==> src/design/rrs_pkg.sv <==
package rrs_pkg;

    typedef enum logic [2:0] {
        ST_FREE     = 3'd0,
        ST_READY    = 3'd1,
        ST_RUNNING  = 3'd2,
        ST_SLEEPING = 3'd3,
        ST_PAUSED   = 3'd4,
        ST_ZOMBIE   = 3'd5
    } thread_state_t;

    typedef enum logic [2:0] {
        OP_TICK  = 3'd0,
        OP_SPAWN = 3'd1,
        OP_KILL  = 3'd2,
        OP_SLEEP = 3'd3,
        OP_PAUSE = 3'd4,
        OP_WAKE  = 3'd5
    } opcode_t;

    typedef enum logic [1:0] {
        STAT_OK       = 2'd0,
        STAT_NO_FREE  = 2'd1,
        STAT_NOT_USED = 2'd2,
        STAT_DEAD     = 2'd3
    } status_t;

    typedef enum logic [4:0] {
        S_IDLE,
        S_T_RDC,
        S_T_FIRST,
        S_T_RD,
        S_T_EV,
        S_T_NEXT,
        S_UL_B,
        S_UL_F,
        S_UL_S,
        S_IN_RDC,
        S_IN_F,
        S_IN_BF,
        S_IN_BS,
        S_IN_FC,
        S_QUANT,
        S_SW_RDC,
        S_SW_FIRST,
        S_SW_RD,
        S_SW_EV,
        S_SP_RD,
        S_SP_EV,
        S_TGT_RD,
        S_KILL_EV,
        S_WAKE_EV,
        S_CUR_RD,
        S_CUR_EV,
        S_DIV_WAIT,
        S_FIN
    } ctrl_state_t;

    typedef struct packed {
        logic st;
        logic fwd;
        logic bwd;
    } field_mask_t;

    localparam logic [1:0] CFG_QUANTUM   = 2'd0;
    localparam logic [1:0] CFG_TICK_RATE = 2'd1;

    localparam logic [7:0]  QUANTUM_RESET   = 8'd20;
    localparam logic [16:0] TICK_RATE_RESET = 17'd5000;

    localparam int MS_PER_SEC = 1000;

    // Dividing by 1000 is a shift by 3 and then a division by 125, done as a
    // multiply by ceil(2^37 / 125) and a shift by 37. This is exact for any
    // dividend below 2^30.
    localparam logic [30:0] MS_RECIP = 31'd1099511628;

endpackage

==> src/design/round_robin_thread_scheduler_top.sv <==
// Channel   Handshake               Payload
// in        in_valid / in_ready     opcode, slot, sleep_ms, now_ticks, switch_inhibit
// out       out_valid / out_ready   current_slot, switched, start_fresh, new_slot, status_code
// cfg       cfg_valid / cfg_ready   cfg_index, cfg_data
//
// One event at a time. Each memory access is a registered read and each link update a
// separate write, so a tick reads each slot walked and writes the links of each freed
// zombie and each promoted sleeper, and the switch search reads slot by slot; a spawn scans
// the slots upward from 0. A sleep waits for the wake time: one multiply for the product,
// one for the reciprocal of 1000.
// Reset clears the slot valid bits, so the table reads as its reset contents at once.
// A result waiting on out_ready does not block the next input transfer; the block
// stalls only when a second result is ready. cfg_ready is always high.
module round_robin_thread_scheduler_top #(
    parameter int MAX_THREADS = 16
) (
    input  logic        clk,
    input  logic        rst_n,
    input  logic        in_valid,
    output logic        in_ready,
    input  logic [2:0]  opcode,
    input  logic [3:0]  slot,
    input  logic [15:0] sleep_ms,
    input  logic [31:0] now_ticks,
    input  logic        switch_inhibit,
    output logic        out_valid,
    input  logic        out_ready,
    output logic [3:0]  current_slot,
    output logic        switched,
    output logic        start_fresh,
    output logic [3:0]  new_slot,
    output logic [1:0]  status_code,
    input  logic        cfg_valid,
    output logic        cfg_ready,
    input  logic [1:0]  cfg_index,
    input  logic [16:0] cfg_data
);

    localparam int SW = $clog2(MAX_THREADS);

    logic [7:0]             quantum_reg;
    logic [16:0]            rate_reg;
    logic [SW-1:0]          rd_addr;
    rrs_pkg::thread_state_t rd_state;
    logic [SW-1:0]          rd_fwd;
    logic [SW-1:0]          rd_bwd;
    logic [31:0]            wk_rdata;
    logic                   wr_en;
    logic [SW-1:0]          wr_addr;
    rrs_pkg::field_mask_t   wr_mask;
    rrs_pkg::thread_state_t wr_state;
    logic [SW-1:0]          wr_fwd;
    logic [SW-1:0]          wr_bwd;
    logic                   wk_we;
    logic [31:0]            wk_wdata;
    logic                   div_start;
    logic [15:0]            div_ms;
    logic                   div_done;
    logic [31:0]            div_quot;

    assign cfg_ready = 1'b1;

    always_ff @(posedge clk or negedge rst_n)
    begin
        if (!rst_n)
        begin
            quantum_reg <= rrs_pkg::QUANTUM_RESET;
            rate_reg    <= rrs_pkg::TICK_RATE_RESET;
        end
        else if (cfg_valid)
        begin
            if (cfg_index == rrs_pkg::CFG_QUANTUM)
                quantum_reg <= cfg_data[7:0];
            else if (cfg_index == rrs_pkg::CFG_TICK_RATE)
                rate_reg <= cfg_data;
        end
    end

    rrs_entry_mem #(.MAX_THREADS(MAX_THREADS), .SW(SW)) u_entry_mem (
        .clk     (clk),
        .rst_n   (rst_n),
        .rd_addr (rd_addr),
        .rd_state(rd_state),
        .rd_fwd  (rd_fwd),
        .rd_bwd  (rd_bwd),
        .wr_en   (wr_en),
        .wr_addr (wr_addr),
        .wr_mask (wr_mask),
        .wr_state(wr_state),
        .wr_fwd  (wr_fwd),
        .wr_bwd  (wr_bwd)
    );

    rrs_wake_mem #(.MAX_THREADS(MAX_THREADS), .SW(SW)) u_wake_mem (
        .clk    (clk),
        .rd_addr(rd_addr),
        .rd_data(wk_rdata),
        .wr_en  (wk_we),
        .wr_addr(wr_addr),
        .wr_data(wk_wdata)
    );

    rrs_wake_calc u_wake_calc (
        .clk  (clk),
        .rst_n(rst_n),
        .start(div_start),
        .ms   (div_ms),
        .rate (rate_reg),
        .done (div_done),
        .quot (div_quot)
    );

    rrs_ctrl #(.MAX_THREADS(MAX_THREADS), .SW(SW)) u_ctrl (
        .clk           (clk),
        .rst_n         (rst_n),
        .in_valid      (in_valid),
        .in_ready      (in_ready),
        .opcode        (opcode),
        .slot          (slot),
        .sleep_ms      (sleep_ms),
        .now_ticks     (now_ticks),
        .switch_inhibit(switch_inhibit),
        .out_valid     (out_valid),
        .out_ready     (out_ready),
        .current_slot  (current_slot),
        .switched      (switched),
        .start_fresh   (start_fresh),
        .new_slot      (new_slot),
        .status_code   (status_code),
        .quantum_ticks (quantum_reg),
        .rd_addr       (rd_addr),
        .rd_state      (rd_state),
        .rd_fwd        (rd_fwd),
        .rd_bwd        (rd_bwd),
        .wk_rdata      (wk_rdata),
        .wr_en         (wr_en),
        .wr_addr       (wr_addr),
        .wr_mask       (wr_mask),
        .wr_state      (wr_state),
        .wr_fwd        (wr_fwd),
        .wr_bwd        (wr_bwd),
        .wk_we         (wk_we),
        .wk_wdata      (wk_wdata),
        .div_start     (div_start),
        .div_ms        (div_ms),
        .div_done      (div_done),
        .div_quot      (div_quot)
    );

endmodule

==> src/design/rrs_entry_mem.sv <==
module rrs_entry_mem #(
    parameter int MAX_THREADS = 16,
    parameter int SW          = 4
) (
    input  logic                   clk,
    input  logic                   rst_n,
    input  logic [SW-1:0]          rd_addr,
    output rrs_pkg::thread_state_t rd_state,
    output logic [SW-1:0]          rd_fwd,
    output logic [SW-1:0]          rd_bwd,
    input  logic                   wr_en,
    input  logic [SW-1:0]          wr_addr,
    input  rrs_pkg::field_mask_t   wr_mask,
    input  rrs_pkg::thread_state_t wr_state,
    input  logic [SW-1:0]          wr_fwd,
    input  logic [SW-1:0]          wr_bwd
);

    localparam int EW     = 3 + 2 * SW;
    localparam int ST_LO  = 2 * SW;
    localparam int FWD_LO = SW;

    logic [EW-1:0]          mem [MAX_THREADS];
    logic [MAX_THREADS-1:0] valid_reg;
    logic [EW-1:0]          rd_data_reg;
    logic [SW-1:0]          rd_addr_reg;
    logic                   rd_valid_reg;
    rrs_pkg::thread_state_t wr_dflt_state;
    rrs_pkg::thread_state_t rd_dflt_state;

    // An entry never written holds its reset value: a self loop, slot 0 running.
    assign wr_dflt_state = (wr_addr == '0) ? rrs_pkg::ST_RUNNING : rrs_pkg::ST_FREE;
    assign rd_dflt_state = (rd_addr_reg == '0) ? rrs_pkg::ST_RUNNING : rrs_pkg::ST_FREE;

    always_ff @(posedge clk)
    begin
        if (wr_en)
        begin
            if (wr_mask.st || !valid_reg[wr_addr])
                mem[wr_addr][EW-1:ST_LO] <= wr_mask.st ? wr_state : wr_dflt_state;
            if (wr_mask.fwd || !valid_reg[wr_addr])
                mem[wr_addr][ST_LO-1:FWD_LO] <= wr_mask.fwd ? wr_fwd : wr_addr;
            if (wr_mask.bwd || !valid_reg[wr_addr])
                mem[wr_addr][FWD_LO-1:0] <= wr_mask.bwd ? wr_bwd : wr_addr;
        end
        rd_data_reg <= mem[rd_addr];
        rd_addr_reg <= rd_addr;
    end

    always_ff @(posedge clk or negedge rst_n)
    begin
        if (!rst_n)
        begin
            valid_reg    <= '0;
            rd_valid_reg <= 1'b0;
        end
        else
        begin
            if (wr_en)
                valid_reg[wr_addr] <= 1'b1;
            rd_valid_reg <= valid_reg[rd_addr];
        end
    end

    assign rd_state = rd_valid_reg ? rrs_pkg::thread_state_t'(rd_data_reg[EW-1:ST_LO])
                                   : rd_dflt_state;
    assign rd_fwd   = rd_valid_reg ? rd_data_reg[ST_LO-1:FWD_LO] : rd_addr_reg;
    assign rd_bwd   = rd_valid_reg ? rd_data_reg[FWD_LO-1:0] : rd_addr_reg;

endmodule

==> src/design/rrs_wake_mem.sv <==
module rrs_wake_mem #(
    parameter int MAX_THREADS = 16,
    parameter int SW          = 4
) (
    input  logic          clk,
    input  logic [SW-1:0] rd_addr,
    output logic [31:0]   rd_data,
    input  logic          wr_en,
    input  logic [SW-1:0] wr_addr,
    input  logic [31:0]   wr_data
);

    logic [31:0] mem [MAX_THREADS];
    logic [31:0] rd_data_reg;

    always_ff @(posedge clk)
    begin
        if (wr_en)
            mem[wr_addr] <= wr_data;
        rd_data_reg <= mem[rd_addr];
    end

    assign rd_data = rd_data_reg;

endmodule

==> src/design/rrs_wake_calc.sv <==
module rrs_wake_calc (
    input  logic        clk,
    input  logic        rst_n,
    input  logic        start,
    input  logic [15:0] ms,
    input  logic [16:0] rate,
    output logic        done,
    output logic [31:0] quot
);

    logic [1:0]  vld_reg;
    logic [32:0] prod_reg;
    logic [23:0] quot_reg;
    logic [60:0] scaled;

    // The product is below 2^33, so after the shift by 3 it fits 30 bits.
    assign scaled = {31'b0, prod_reg[32:3]} * {30'b0, rrs_pkg::MS_RECIP};
    assign done   = vld_reg[1];
    assign quot   = {8'b0, quot_reg};

    always_ff @(posedge clk or negedge rst_n)
    begin
        if (!rst_n)
            vld_reg <= '0;
        else
            vld_reg <= {vld_reg[0], start};
    end

    always_ff @(posedge clk)
    begin
        if (start)
            prod_reg <= {17'b0, ms} * {16'b0, rate};
        if (vld_reg[0])
            quot_reg <= scaled[60:37];
    end

endmodule

==> src/design/rrs_ctrl.sv <==
module rrs_ctrl #(
    parameter int MAX_THREADS = 16,
    parameter int SW          = 4
) (
    input  logic                   clk,
    input  logic                   rst_n,
    input  logic                   in_valid,
    output logic                   in_ready,
    input  logic [2:0]             opcode,
    input  logic [3:0]             slot,
    input  logic [15:0]            sleep_ms,
    input  logic [31:0]            now_ticks,
    input  logic                   switch_inhibit,
    output logic                   out_valid,
    input  logic                   out_ready,
    output logic [3:0]             current_slot,
    output logic                   switched,
    output logic                   start_fresh,
    output logic [3:0]             new_slot,
    output logic [1:0]             status_code,
    input  logic [7:0]             quantum_ticks,
    output logic [SW-1:0]          rd_addr,
    input  rrs_pkg::thread_state_t rd_state,
    input  logic [SW-1:0]          rd_fwd,
    input  logic [SW-1:0]          rd_bwd,
    input  logic [31:0]            wk_rdata,
    output logic                   wr_en,
    output logic [SW-1:0]          wr_addr,
    output rrs_pkg::field_mask_t   wr_mask,
    output rrs_pkg::thread_state_t wr_state,
    output logic [SW-1:0]          wr_fwd,
    output logic [SW-1:0]          wr_bwd,
    output logic                   wk_we,
    output logic [31:0]            wk_wdata,
    output logic                   div_start,
    output logic [15:0]            div_ms,
    input  logic                   div_done,
    input  logic [31:0]            div_quot
);

    localparam int LIMIT  = MAX_THREADS * (MAX_THREADS + 1);
    localparam int STEP_W = $clog2(LIMIT + 1);
    localparam int N_W    = $clog2(MAX_THREADS + 1);

    rrs_pkg::ctrl_state_t   st_reg, st_next;
    rrs_pkg::opcode_t       op_reg, op_next;
    rrs_pkg::thread_state_t u_state_reg, u_state_next;
    rrs_pkg::status_t       status_reg, status_next;
    logic [SW-1:0]     cur_reg, cur_next;
    logic [7:0]        quant_reg, quant_next;
    logic              out_valid_reg, out_valid_next;
    logic [SW-1:0]     t_reg, t_next;
    logic [SW-1:0]     nxt_reg, nxt_next;
    logic [SW-1:0]     f_reg, f_next;
    logic [SW-1:0]     b_reg, b_next;
    logic [STEP_W-1:0] steps_reg, steps_next;
    logic [N_W-1:0]    n_reg, n_next;
    logic              zomb_reg, zomb_next;
    logic [15:0]       ms_reg, ms_next;
    logic [31:0]       now_reg, now_next;
    logic              inh_reg, inh_next;
    logic              switched_reg, switched_next;
    logic              fresh_reg, fresh_next;
    logic [SW-1:0]     new_slot_reg, new_slot_next;
    logic [3:0]        o_cur_reg, o_cur_next;
    logic              o_sw_reg, o_sw_next;
    logic              o_fresh_reg, o_fresh_next;
    logic [3:0]        o_new_reg, o_new_next;
    logic [1:0]        o_status_reg, o_status_next;
    logic [7:0]        qload;
    logic [STEP_W-1:0] steps_inc;
    logic              slot_ok;

    assign qload     = (quantum_ticks == 8'd0) ? 8'd1 : quantum_ticks;
    assign steps_inc = steps_reg + 1'b1;
    assign slot_ok   = 32'(slot) < MAX_THREADS;

    always_comb
    begin
        st_next        = st_reg;
        op_next        = op_reg;
        u_state_next   = u_state_reg;
        status_next    = status_reg;
        cur_next       = cur_reg;
        quant_next     = quant_reg;
        out_valid_next = out_valid_reg;
        t_next         = t_reg;
        nxt_next       = nxt_reg;
        f_next         = f_reg;
        b_next         = b_reg;
        steps_next     = steps_reg;
        n_next         = n_reg;
        zomb_next      = zomb_reg;
        ms_next        = ms_reg;
        now_next       = now_reg;
        inh_next       = inh_reg;
        switched_next  = switched_reg;
        fresh_next     = fresh_reg;
        new_slot_next  = new_slot_reg;
        o_cur_next     = o_cur_reg;
        o_sw_next      = o_sw_reg;
        o_fresh_next   = o_fresh_reg;
        o_new_next     = o_new_reg;
        o_status_next  = o_status_reg;
        in_ready       = 1'b0;
        rd_addr        = cur_reg;
        wr_en          = 1'b0;
        wr_addr        = t_reg;
        wr_mask        = '0;
        wr_state       = rrs_pkg::ST_RUNNING;
        wr_fwd         = t_reg;
        wr_bwd         = t_reg;
        wk_we          = 1'b0;
        wk_wdata       = now_reg + div_quot;
        div_start      = 1'b0;

        if (out_valid_reg && out_ready)
            out_valid_next = 1'b0;

        unique case (st_reg)
            rrs_pkg::S_IDLE:
            begin
                in_ready = 1'b1;
                if (in_valid)
                begin
                    op_next       = rrs_pkg::opcode_t'(opcode);
                    ms_next       = sleep_ms;
                    now_next      = now_ticks;
                    inh_next      = switch_inhibit;
                    status_next   = rrs_pkg::STAT_OK;
                    switched_next = 1'b0;
                    fresh_next    = 1'b0;
                    new_slot_next = '0;
                    t_next        = SW'(slot);
                    unique case (opcode)
                        rrs_pkg::OP_TICK:  st_next = rrs_pkg::S_T_RDC;
                        rrs_pkg::OP_SPAWN:
                        begin
                            t_next  = '0;
                            st_next = rrs_pkg::S_SP_RD;
                        end
                        rrs_pkg::OP_KILL, rrs_pkg::OP_WAKE:
                        begin
                            if (slot_ok)
                                st_next = rrs_pkg::S_TGT_RD;
                            else
                            begin
                                status_next = rrs_pkg::STAT_NOT_USED;
                                st_next     = rrs_pkg::S_FIN;
                            end
                        end
                        rrs_pkg::OP_SLEEP, rrs_pkg::OP_PAUSE: st_next = rrs_pkg::S_CUR_RD;
                        default: st_next = rrs_pkg::S_FIN;
                    endcase
                end
            end

            rrs_pkg::S_T_RDC:
            begin
                rd_addr = cur_reg;
                st_next = rrs_pkg::S_T_FIRST;
            end

            rrs_pkg::S_T_FIRST:
            begin
                t_next     = rd_fwd;
                steps_next = '0;
                st_next    = rrs_pkg::S_T_RD;
            end

            rrs_pkg::S_T_RD:
            begin
                rd_addr = t_reg;
                st_next = rrs_pkg::S_T_EV;
            end

            rrs_pkg::S_T_EV:
            begin
                nxt_next = rd_fwd;
                f_next   = rd_fwd;
                b_next   = rd_bwd;
                st_next  = rrs_pkg::S_T_NEXT;
                unique case (rd_state)
                    rrs_pkg::ST_SLEEPING:
                    begin
                        if (now_reg > wk_rdata)
                        begin
                            quant_next = '0;
                            if (t_reg == cur_reg)
                            begin
                                wr_en    = 1'b1;
                                wr_mask  = '{st: 1'b1, fwd: 1'b0, bwd: 1'b0};
                                wr_state = rrs_pkg::ST_RUNNING;
                            end
                            else
                            begin
                                u_state_next = rrs_pkg::ST_RUNNING;
                                zomb_next    = 1'b0;
                                st_next      = rrs_pkg::S_UL_B;
                            end
                        end
                    end
                    rrs_pkg::ST_ZOMBIE:
                    begin
                        if (t_reg == cur_reg)
                        begin
                            // Alone in the ring with nothing to run.
                            status_next = rrs_pkg::STAT_DEAD;
                            quant_next  = '0;
                        end
                        else
                        begin
                            u_state_next = rrs_pkg::ST_FREE;
                            zomb_next    = 1'b1;
                            st_next      = rrs_pkg::S_UL_B;
                        end
                    end
                    default: ;
                endcase
            end

            rrs_pkg::S_T_NEXT:
            begin
                t_next     = nxt_reg;
                steps_next = steps_inc;
                if (nxt_reg != cur_reg && steps_inc < STEP_W'(LIMIT))
                    st_next = rrs_pkg::S_T_RD;
                else
                    st_next = rrs_pkg::S_QUANT;
            end

            rrs_pkg::S_UL_B:
            begin
                wr_en   = 1'b1;
                wr_addr = f_reg;
                wr_mask = '{st: 1'b0, fwd: 1'b0, bwd: 1'b1};
                wr_bwd  = b_reg;
                st_next = rrs_pkg::S_UL_F;
            end

            rrs_pkg::S_UL_F:
            begin
                wr_en   = 1'b1;
                wr_addr = b_reg;
                wr_mask = '{st: 1'b0, fwd: 1'b1, bwd: 1'b0};
                wr_fwd  = f_reg;
                st_next = rrs_pkg::S_UL_S;
            end

            rrs_pkg::S_UL_S:
            begin
                wr_en    = 1'b1;
                wr_addr  = t_reg;
                wr_mask  = '{st: 1'b1, fwd: 1'b1, bwd: 1'b1};
                wr_state = u_state_reg;
                st_next  = zomb_reg ? rrs_pkg::S_T_NEXT : rrs_pkg::S_IN_RDC;
            end

            rrs_pkg::S_IN_RDC:
            begin
                rd_addr = cur_reg;
                st_next = rrs_pkg::S_IN_F;
            end

            rrs_pkg::S_IN_F:
            begin
                f_next  = rd_fwd;
                wr_en   = 1'b1;
                wr_mask = '{st: 1'b0, fwd: 1'b1, bwd: 1'b0};
                wr_fwd  = rd_fwd;
                st_next = rrs_pkg::S_IN_BF;
            end

            rrs_pkg::S_IN_BF:
            begin
                wr_en   = 1'b1;
                wr_addr = f_reg;
                wr_mask = '{st: 1'b0, fwd: 1'b0, bwd: 1'b1};
                wr_bwd  = t_reg;
                st_next = rrs_pkg::S_IN_BS;
            end

            rrs_pkg::S_IN_BS:
            begin
                wr_en   = 1'b1;
                wr_mask = '{st: 1'b0, fwd: 1'b0, bwd: 1'b1};
                wr_bwd  = cur_reg;
                st_next = rrs_pkg::S_IN_FC;
            end

            rrs_pkg::S_IN_FC:
            begin
                wr_en   = 1'b1;
                wr_addr = cur_reg;
                wr_mask = '{st: 1'b0, fwd: 1'b1, bwd: 1'b0};
                wr_fwd  = t_reg;
                // A promoted sleeper continues the walk from its new neighbor.
                if (op_reg == rrs_pkg::OP_TICK)
                begin
                    nxt_next = f_reg;
                    st_next  = rrs_pkg::S_T_NEXT;
                end
                else
                    st_next = rrs_pkg::S_FIN;
            end

            rrs_pkg::S_QUANT:
            begin
                if (quant_reg == 8'd0)
                begin
                    quant_next = qload - 8'd1;
                    st_next    = inh_reg ? rrs_pkg::S_FIN : rrs_pkg::S_SW_RDC;
                end
                else
                begin
                    quant_next = quant_reg - 8'd1;
                    st_next    = rrs_pkg::S_FIN;
                end
            end

            rrs_pkg::S_SW_RDC:
            begin
                rd_addr = cur_reg;
                st_next = rrs_pkg::S_SW_FIRST;
            end

            rrs_pkg::S_SW_FIRST:
            begin
                t_next  = rd_fwd;
                n_next  = '0;
                st_next = (rd_fwd == cur_reg) ? rrs_pkg::S_FIN : rrs_pkg::S_SW_RD;
            end

            rrs_pkg::S_SW_RD:
            begin
                rd_addr = t_reg;
                st_next = rrs_pkg::S_SW_EV;
            end

            rrs_pkg::S_SW_EV:
            begin
                priority if (t_reg == cur_reg)
                    st_next = rrs_pkg::S_FIN;
                else if (rd_state == rrs_pkg::ST_RUNNING || rd_state == rrs_pkg::ST_READY)
                begin
                    if (rd_state == rrs_pkg::ST_READY)
                    begin
                        wr_en      = 1'b1;
                        wr_mask    = '{st: 1'b1, fwd: 1'b0, bwd: 1'b0};
                        wr_state   = rrs_pkg::ST_RUNNING;
                        fresh_next = 1'b1;
                    end
                    cur_next      = t_reg;
                    switched_next = 1'b1;
                    st_next       = rrs_pkg::S_FIN;
                end
                else if (n_reg == N_W'(MAX_THREADS))
                    st_next = rrs_pkg::S_FIN;
                else
                begin
                    t_next  = rd_fwd;
                    n_next  = n_reg + 1'b1;
                    st_next = rrs_pkg::S_SW_RD;
                end
            end

            rrs_pkg::S_SP_RD:
            begin
                rd_addr = t_reg;
                st_next = rrs_pkg::S_SP_EV;
            end

            rrs_pkg::S_SP_EV:
            begin
                priority if (rd_state == rrs_pkg::ST_FREE)
                begin
                    new_slot_next = t_reg;
                    wr_en         = 1'b1;
                    wr_mask       = '{st: 1'b1, fwd: 1'b0, bwd: 1'b0};
                    wr_state      = rrs_pkg::ST_READY;
                    st_next       = rrs_pkg::S_IN_RDC;
                end
                else if (t_reg == SW'(MAX_THREADS - 1))
                begin
                    status_next = rrs_pkg::STAT_NO_FREE;
                    st_next     = rrs_pkg::S_FIN;
                end
                else
                begin
                    t_next  = t_reg + 1'b1;
                    st_next = rrs_pkg::S_SP_RD;
                end
            end

            rrs_pkg::S_TGT_RD:
            begin
                rd_addr = t_reg;
                st_next = (op_reg == rrs_pkg::OP_KILL) ? rrs_pkg::S_KILL_EV
                                                       : rrs_pkg::S_WAKE_EV;
            end

            rrs_pkg::S_KILL_EV:
            begin
                st_next = rrs_pkg::S_FIN;
                if (rd_state == rrs_pkg::ST_FREE)
                    status_next = rrs_pkg::STAT_NOT_USED;
                else
                begin
                    wr_en    = 1'b1;
                    wr_mask  = '{st: 1'b1, fwd: 1'b0, bwd: 1'b0};
                    wr_state = rrs_pkg::ST_ZOMBIE;
                    if (t_reg == cur_reg)
                        quant_next = '0;
                end
            end

            rrs_pkg::S_WAKE_EV:
            begin
                st_next = rrs_pkg::S_FIN;
                f_next  = rd_fwd;
                b_next  = rd_bwd;
                priority if (rd_state == rrs_pkg::ST_FREE)
                    status_next = rrs_pkg::STAT_NOT_USED;
                else if (rd_state == rrs_pkg::ST_PAUSED || rd_state == rrs_pkg::ST_SLEEPING)
                begin
                    if (t_reg == cur_reg)
                    begin
                        wr_en    = 1'b1;
                        wr_mask  = '{st: 1'b1, fwd: 1'b0, bwd: 1'b0};
                        wr_state = rrs_pkg::ST_RUNNING;
                    end
                    else
                    begin
                        u_state_next = rrs_pkg::ST_RUNNING;
                        zomb_next    = 1'b0;
                        quant_next   = '0;
                        st_next      = rrs_pkg::S_UL_B;
                    end
                end
                else
                    st_next = rrs_pkg::S_FIN;
            end

            rrs_pkg::S_CUR_RD:
            begin
                rd_addr = cur_reg;
                st_next = rrs_pkg::S_CUR_EV;
            end

            rrs_pkg::S_CUR_EV:
            begin
                priority if (rd_state != rrs_pkg::ST_RUNNING)
                begin
                    status_next = rrs_pkg::STAT_NOT_USED;
                    st_next     = rrs_pkg::S_FIN;
                end
                else if (op_reg == rrs_pkg::OP_PAUSE)
                begin
                    wr_en      = 1'b1;
                    wr_addr    = cur_reg;
                    wr_mask    = '{st: 1'b1, fwd: 1'b0, bwd: 1'b0};
                    wr_state   = rrs_pkg::ST_PAUSED;
                    quant_next = '0;
                    st_next    = rrs_pkg::S_FIN;
                end
                else
                begin
                    div_start = 1'b1;
                    st_next   = rrs_pkg::S_DIV_WAIT;
                end
            end

            rrs_pkg::S_DIV_WAIT:
            begin
                if (div_done)
                begin
                    wr_en      = 1'b1;
                    wr_addr    = cur_reg;
                    wr_mask    = '{st: 1'b1, fwd: 1'b0, bwd: 1'b0};
                    wr_state   = rrs_pkg::ST_SLEEPING;
                    wk_we      = 1'b1;
                    quant_next = '0;
                    st_next    = rrs_pkg::S_FIN;
                end
            end

            rrs_pkg::S_FIN:
            begin
                if (!out_valid_reg || out_ready)
                begin
                    out_valid_next = 1'b1;
                    o_cur_next     = 4'(cur_reg);
                    o_sw_next      = switched_reg;
                    o_fresh_next   = fresh_reg;
                    o_new_next     = 4'(new_slot_reg);
                    o_status_next  = status_reg;
                    st_next        = rrs_pkg::S_IDLE;
                end
            end

            default: st_next = rrs_pkg::S_IDLE;
        endcase
    end

    always_ff @(posedge clk or negedge rst_n)
    begin
        if (!rst_n)
        begin
            st_reg        <= rrs_pkg::S_IDLE;
            cur_reg       <= '0;
            quant_reg     <= '0;
            out_valid_reg <= 1'b0;
        end
        else
        begin
            st_reg        <= st_next;
            cur_reg       <= cur_next;
            quant_reg     <= quant_next;
            out_valid_reg <= out_valid_next;
        end
    end

    always_ff @(posedge clk)
    begin
        op_reg       <= op_next;
        u_state_reg  <= u_state_next;
        status_reg   <= status_next;
        t_reg        <= t_next;
        nxt_reg      <= nxt_next;
        f_reg        <= f_next;
        b_reg        <= b_next;
        steps_reg    <= steps_next;
        n_reg        <= n_next;
        zomb_reg     <= zomb_next;
        ms_reg       <= ms_next;
        now_reg      <= now_next;
        inh_reg      <= inh_next;
        switched_reg <= switched_next;
        fresh_reg    <= fresh_next;
        new_slot_reg <= new_slot_next;
        o_cur_reg    <= o_cur_next;
        o_sw_reg     <= o_sw_next;
        o_fresh_reg  <= o_fresh_next;
        o_new_reg    <= o_new_next;
        o_status_reg <= o_status_next;
    end

    assign div_ms       = ms_reg;
    assign out_valid    = out_valid_reg;
    assign current_slot = o_cur_reg;
    assign switched     = o_sw_reg;
    assign start_fresh  = o_fresh_reg;
    assign new_slot     = o_new_reg;
    assign status_code  = o_status_reg;

`ifndef SYNTHESIS
    a_accept_starts_work: assert property (@(posedge clk) disable iff (!rst_n)
        in_valid && in_ready |=> st_reg != rrs_pkg::S_IDLE)
        else $error("accepted transfer did not start work");

    a_cur_changes_on_switch: assert property (@(posedge clk) disable iff (!rst_n)
        !$stable(cur_reg) |-> $past(st_reg) == rrs_pkg::S_SW_EV)
        else $error("current slot changed outside a switch");

    a_walk_bounded: assert property (@(posedge clk) disable iff (!rst_n)
        st_reg == rrs_pkg::S_T_RD |-> steps_reg < STEP_W'(LIMIT))
        else $error("ring walk ran past its bound");

    a_div_waited: assert property (@(posedge clk) disable iff (!rst_n)
        div_start |=> st_reg == rrs_pkg::S_DIV_WAIT)
        else $error("wake time division started without a wait");
`endif

endmodule
==> config.mk <==
export PLATFORM = sky130hd
export DESIGN_NAME = round_robin_thread_scheduler_top
export DESIGN_NICKNAME = d
export VERILOG_FILES = /design/src/design/rrs_pkg.sv /design/src/design/round_robin_thread_scheduler_top.sv /design/src/design/rrs_entry_mem.sv /design/src/design/rrs_wake_mem.sv /design/src/design/rrs_wake_calc.sv /design/src/design/rrs_ctrl.sv
export SDC_FILE = /design/constraint.sdc
export NUM_CORES = 2
export LEC_CHECK = 0
export BUFFER_PORTS_ARGS = -buffer_cell sky130_fd_sc_hd__buf_4
export CAP_MARGIN = 20
export CELL_PAD_IN_SITES_DETAIL_PLACEMENT = 0
export CELL_PAD_IN_SITES_GLOBAL_PLACEMENT = 1
export CORE_MARGIN = 2
export CORE_UTILIZATION = 49
export CTS_CLUSTER_SIZE = 12
export DETAILED_ROUTE_END_ITERATION = 8
export PLACE_DENSITY = 0.83
export SLEW_MARGIN = 20
export SYNTH_ARGS = -nofsm -noshare
export SYNTH_HDL_FRONTEND = slang
export SYNTH_SLANG_ARGS = --single-unit
==> constraint.sdc <==
create_clock -name clk -period 11.2 [get_ports clk]
set_input_delay 1.12 -clock clk [delete_from_list [all_inputs] [get_ports clk]]
set_output_delay 1.12 -clock clk [all_outputs]
set_load 0.02 [all_outputs]
==> metrics.yaml <==
synth:
  ys_seq_elements: 957
  ys_types: 88
  synth_compound_area_share_pct: 5.64
  synthSimpleGateAreaFrac_pct: 8.04
  synth_top_family_by_area: "adder cells"
  synthAdderAreaFrac_pct: 26.5
  synth_xor_area_share_pct: 1.38
  synth_mux_area_share_pct: 7.14
  syn_nets: 6004
  ys_seq_area_share_pct: 45.1
  synth_edf_count: 848
  postSynthAreaPerCell_sq_um: 12.6
  postSynthCellCount: 4903
  syn_area_sq_mm: 0.0620
  synth-async-reset-ratio_pct: 6.48
  synth_ff_type: "edfxtp_1"
  yosys_warnings: 0
clock_tree:
  cts_setup_buffers: 0
  clock_latency_ns: 0.73
  clockBufferDepth: 3
  hold_buffers: 0
  clock-root-buffer: "clkbuf_16"
  cts_tree: "built"
  cts.sinks: 957
  numCtsBuffers: 97
  cts_resized: 0
  clk_pin_slew_ns: 0.06
  cts.htree.levels: 3
sta:
  rsz0062_at_grt: "false"
  setup_tns_ns: 0
  slew_headroom_pct: 21.4
  fin_skew_ns: 0.0492
  min_period_over_period_pct: 69.6
  period_needed_ns: 7.79
  timing.fmax_mhz: 128
  worst_pin_slew_ns: 1.17
  setup-violations-final: 0
  fin_ws_ns: 3.41
  slew_violations: 0
  hold_viol: 0
critical_path:
  slowest_delay_ns: 0.75
  r2r_cells: 22
  cp_slowest_cell: "edfxtp_1"
  crit_type: "flip-flop to flip-flop"
  cpMostUsedCell: "fa_1"
  cp.arrival_ns: 8.26
  worst_setup_path_start_kind: "flip-flop"
  cp-end-kind: "flip-flop"
  cp.required_ns: 11.67
  path_cells: "ha_1 > fa_1 > fa_1 > inv_1 > fa_1 > inv_1 > fa_1 > fa_1 > fa_1 > inv_1 > fa_1 > inv_1 > ha_1 > nand2_1 > o211ai_1 > a21oi_1 > o21ai_0 > a41oi_1 > o21ai_1 > a211oi_1 > a31oi_1 > a21o_1"
  path_max_fanout: 10
finish:
  regMostFlops: "u_wake_mem.mem"
  synthToLayoutAreaGrowth_pct: 9.23
  nNetsFinal: 6075
  drive_above_1_share_pct: 10.8
  utilization_pct: 53.9
  seq_area_sq_mm: 0.0280
  multi_input_area_sq_mm: 0.0305
  nFillCells: 10400
  largest_reg_flops: 512
  reg.largest.list: "u_wake_mem.mem x512, u_entry_mem.mem x176"
floorplanning:
  initial_utilization_pct: 49.4
  num_io_pins: 95
  coreArea_sq_mm: 0.126
  num_rows: 130
  die_x_um: 360
  fp.dieH_um: 360
  die_area_sq_mm: 0.129
drt:
  via_per_inst: 5.65
  drt_pass1_iterations: 6
  drt_iter0_drc: 3374
  wirelength_um: 149000
  postRouteAntennaNets: 0
  wl_per_cell_um: 22.2
  routed-via-count: 37900
  drc: 0
grt:
  global_route.usage.total_pct: 23.4
  grt_pass1_vias: 39700
  grt_max_degree: 124
  antenna_found_initial: 3
  grt_overflow_total: 0
  grt_pass1_wl_um: 233000
hold_path:
  holdPathStages: 0
  holdCritPathClass: "flip-flop to flip-flop"
placement:
  place_congestion: 0.909
  dp_hpwl_um: 102000
  place_ws_ns: 3.33
  port_buffers: 93
job:
  max-cap-violations: 0
run_status:
  status: "finished, final reports clean"
-- per-stage QoR --
step / hold slack (ns) / instance area, sq um / std cells
5_1_grt: 0.431 / 67700 / 6705
2_1_floorplan: 0.400 / 62000 / 4903
6_report: 0.417 / 67700 / 6706
4_1_cts: 0.421 / 67600 / 6704
3_5_place_dp: 0.407 / 64500 / 6524
3_3_place_gp: 0.402 / 64500 / 6522
-- worst max-delay path, delay by kind of cell, from the launching register on --
family / cells / cell delay, ns
compound gates: 8 / 2.27
flops: 1 / 0.75
simple gates: 1 / 0.16
buf+inv: 4 / 0.20
fa+ha+maj: 9 / 4.15
-- placed cells by master (no fill, tap or decap), types with 11 or more instances in the layout --
| master | netlist | layout |
|---|---|---|
| clkbuf_1 | 104 | 51 |
| nand3_1 | 54 | 54 |
| fa_1 | 485 | 485 |
| a21oi_2 | 1 | 11 |
| o21a_1 | 19 | 19 |
| dfxtp_1 | 47 | 47 |
| nand4_1 | 18 | 18 |
| and2_1 | 112 | 112 |
| edfxtp_1 | 848 | 848 |
| nor2_1 | 159 | 144 |
| a211oi_1 | 31 | 31 |
| nor3_1 | 35 | 34 |
| a31oi_1 | 62 | 62 |
| xnor2_1 | 59 | 48 |
| mux2_2 | 30 | 30 |
| nand2_1 | 494 | 494 |
| o21ai_0 | 86 | 86 |
| nor2_4 | 0 | 15 |
| a21oi_1 | 180 | 170 |
| a21o_1 | 53 | 53 |
| buf_4 | 16 | 133 |
| or3_1 | 13 | 13 |
| inv_1 | 827 | 825 |
| xnor2_2 | 0 | 11 |
| clkbuf_16 | 0 | 100 |
| ha_1 | 536 | 536 |
| nor2b_1 | 25 | 25 |
| mux4_2 | 176 | 176 |
| nand2b_1 | 36 | 36 |
| and3_1 | 63 | 63 |
| dfrtp_1 | 55 | 54 |
| xor2_1 | 39 | 35 |
-- metal layers --
| metal | up-vias | track usage, % | routed length (um) |
|---|---|---|---|
| met5 | - | 0 | 23 |
| met4 | 4 | 6.27 | 3580 |
| met3 | 212 | 3.03 | 9650 |
| met2 | 1353 | 38.3 | 71300 |
| met1 | 19300 | 33.1 | 64500 |
| li1 | 17100 | - | - |
-- worst paths after layout --
kind                                           from                        end  slack (ns)
max in group asynchronous                     rst_n               rate_reg[11]       10.02
setup / recovery           u_wake_calc.prod_reg[18]   u_wake_calc.quot_reg[23]        3.41
setup reg to reg           u_wake_calc.prod_reg[18]   u_wake_calc.quot_reg[23]        3.41
hold reg to reg                u_ctrl.status_reg[1]      u_ctrl.status_code[1]        0.42
hold / removal                 u_ctrl.status_reg[1]      u_ctrl.status_code[1]        0.42
min in group asynchronous                     rst_n  u_entry_mem.valid_reg[15]        0.55
-- kinds of logic (layout without fill, tap and decap cells) --
group           after synthesis  after routing
compound gates              550            550
other cells                   1              2
simple gates               1063           1063
buf+inv                     995           1147
flops                       957            957
xor+xnor                     98             98
fa+ha+maj                  1021           1021
mux                         218            218
-- cell usage after synthesis, types with 36 or more instances --
| library cell | count | area (sq um) |
|---|---|---|
| edfxtp_1 | 848 | 25500 |
| inv_1 | 827 | 3100 |
| ha_1 | 536 | 6710 |
| nand2_1 | 494 | 1850 |
| fa_1 | 485 | 9710 |
| a21oi_1 | 180 | 901 |
| mux4_2 | 176 | 3960 |
| nor2_1 | 159 | 597 |
| and2_1 | 112 | 701 |
| clkbuf_1 | 104 | 390 |
| o21ai_0 | 86 | 430 |
| and3_1 | 63 | 394 |
| a31oi_1 | 62 | 388 |
| xnor2_1 | 59 | 517 |
| dfrtp_1 | 55 | 1380 |
| nand3_1 | 54 | 270 |
| a21o_1 | 53 | 398 |
| dfxtp_1 | 47 | 941 |
| xor2_1 | 39 | 342 |
| buf_2 | 36 | 180 |
| nand2b_1 | 36 | 225 |
-- final cells by class --
class                      count  area share, %
tap                         1650           3.05
timing repair buffer         136           1.55
antenna                        1        0.00369
clock buffer                 159           4.14
sequential                   957           41.3
inverter                     831           4.61
multi-input combinational   2951           45.0
clock inverter                21          0.323
Power is not shown: default switching activity piles up to over one toggle a cycle in this logic, so the estimate is an artifact.
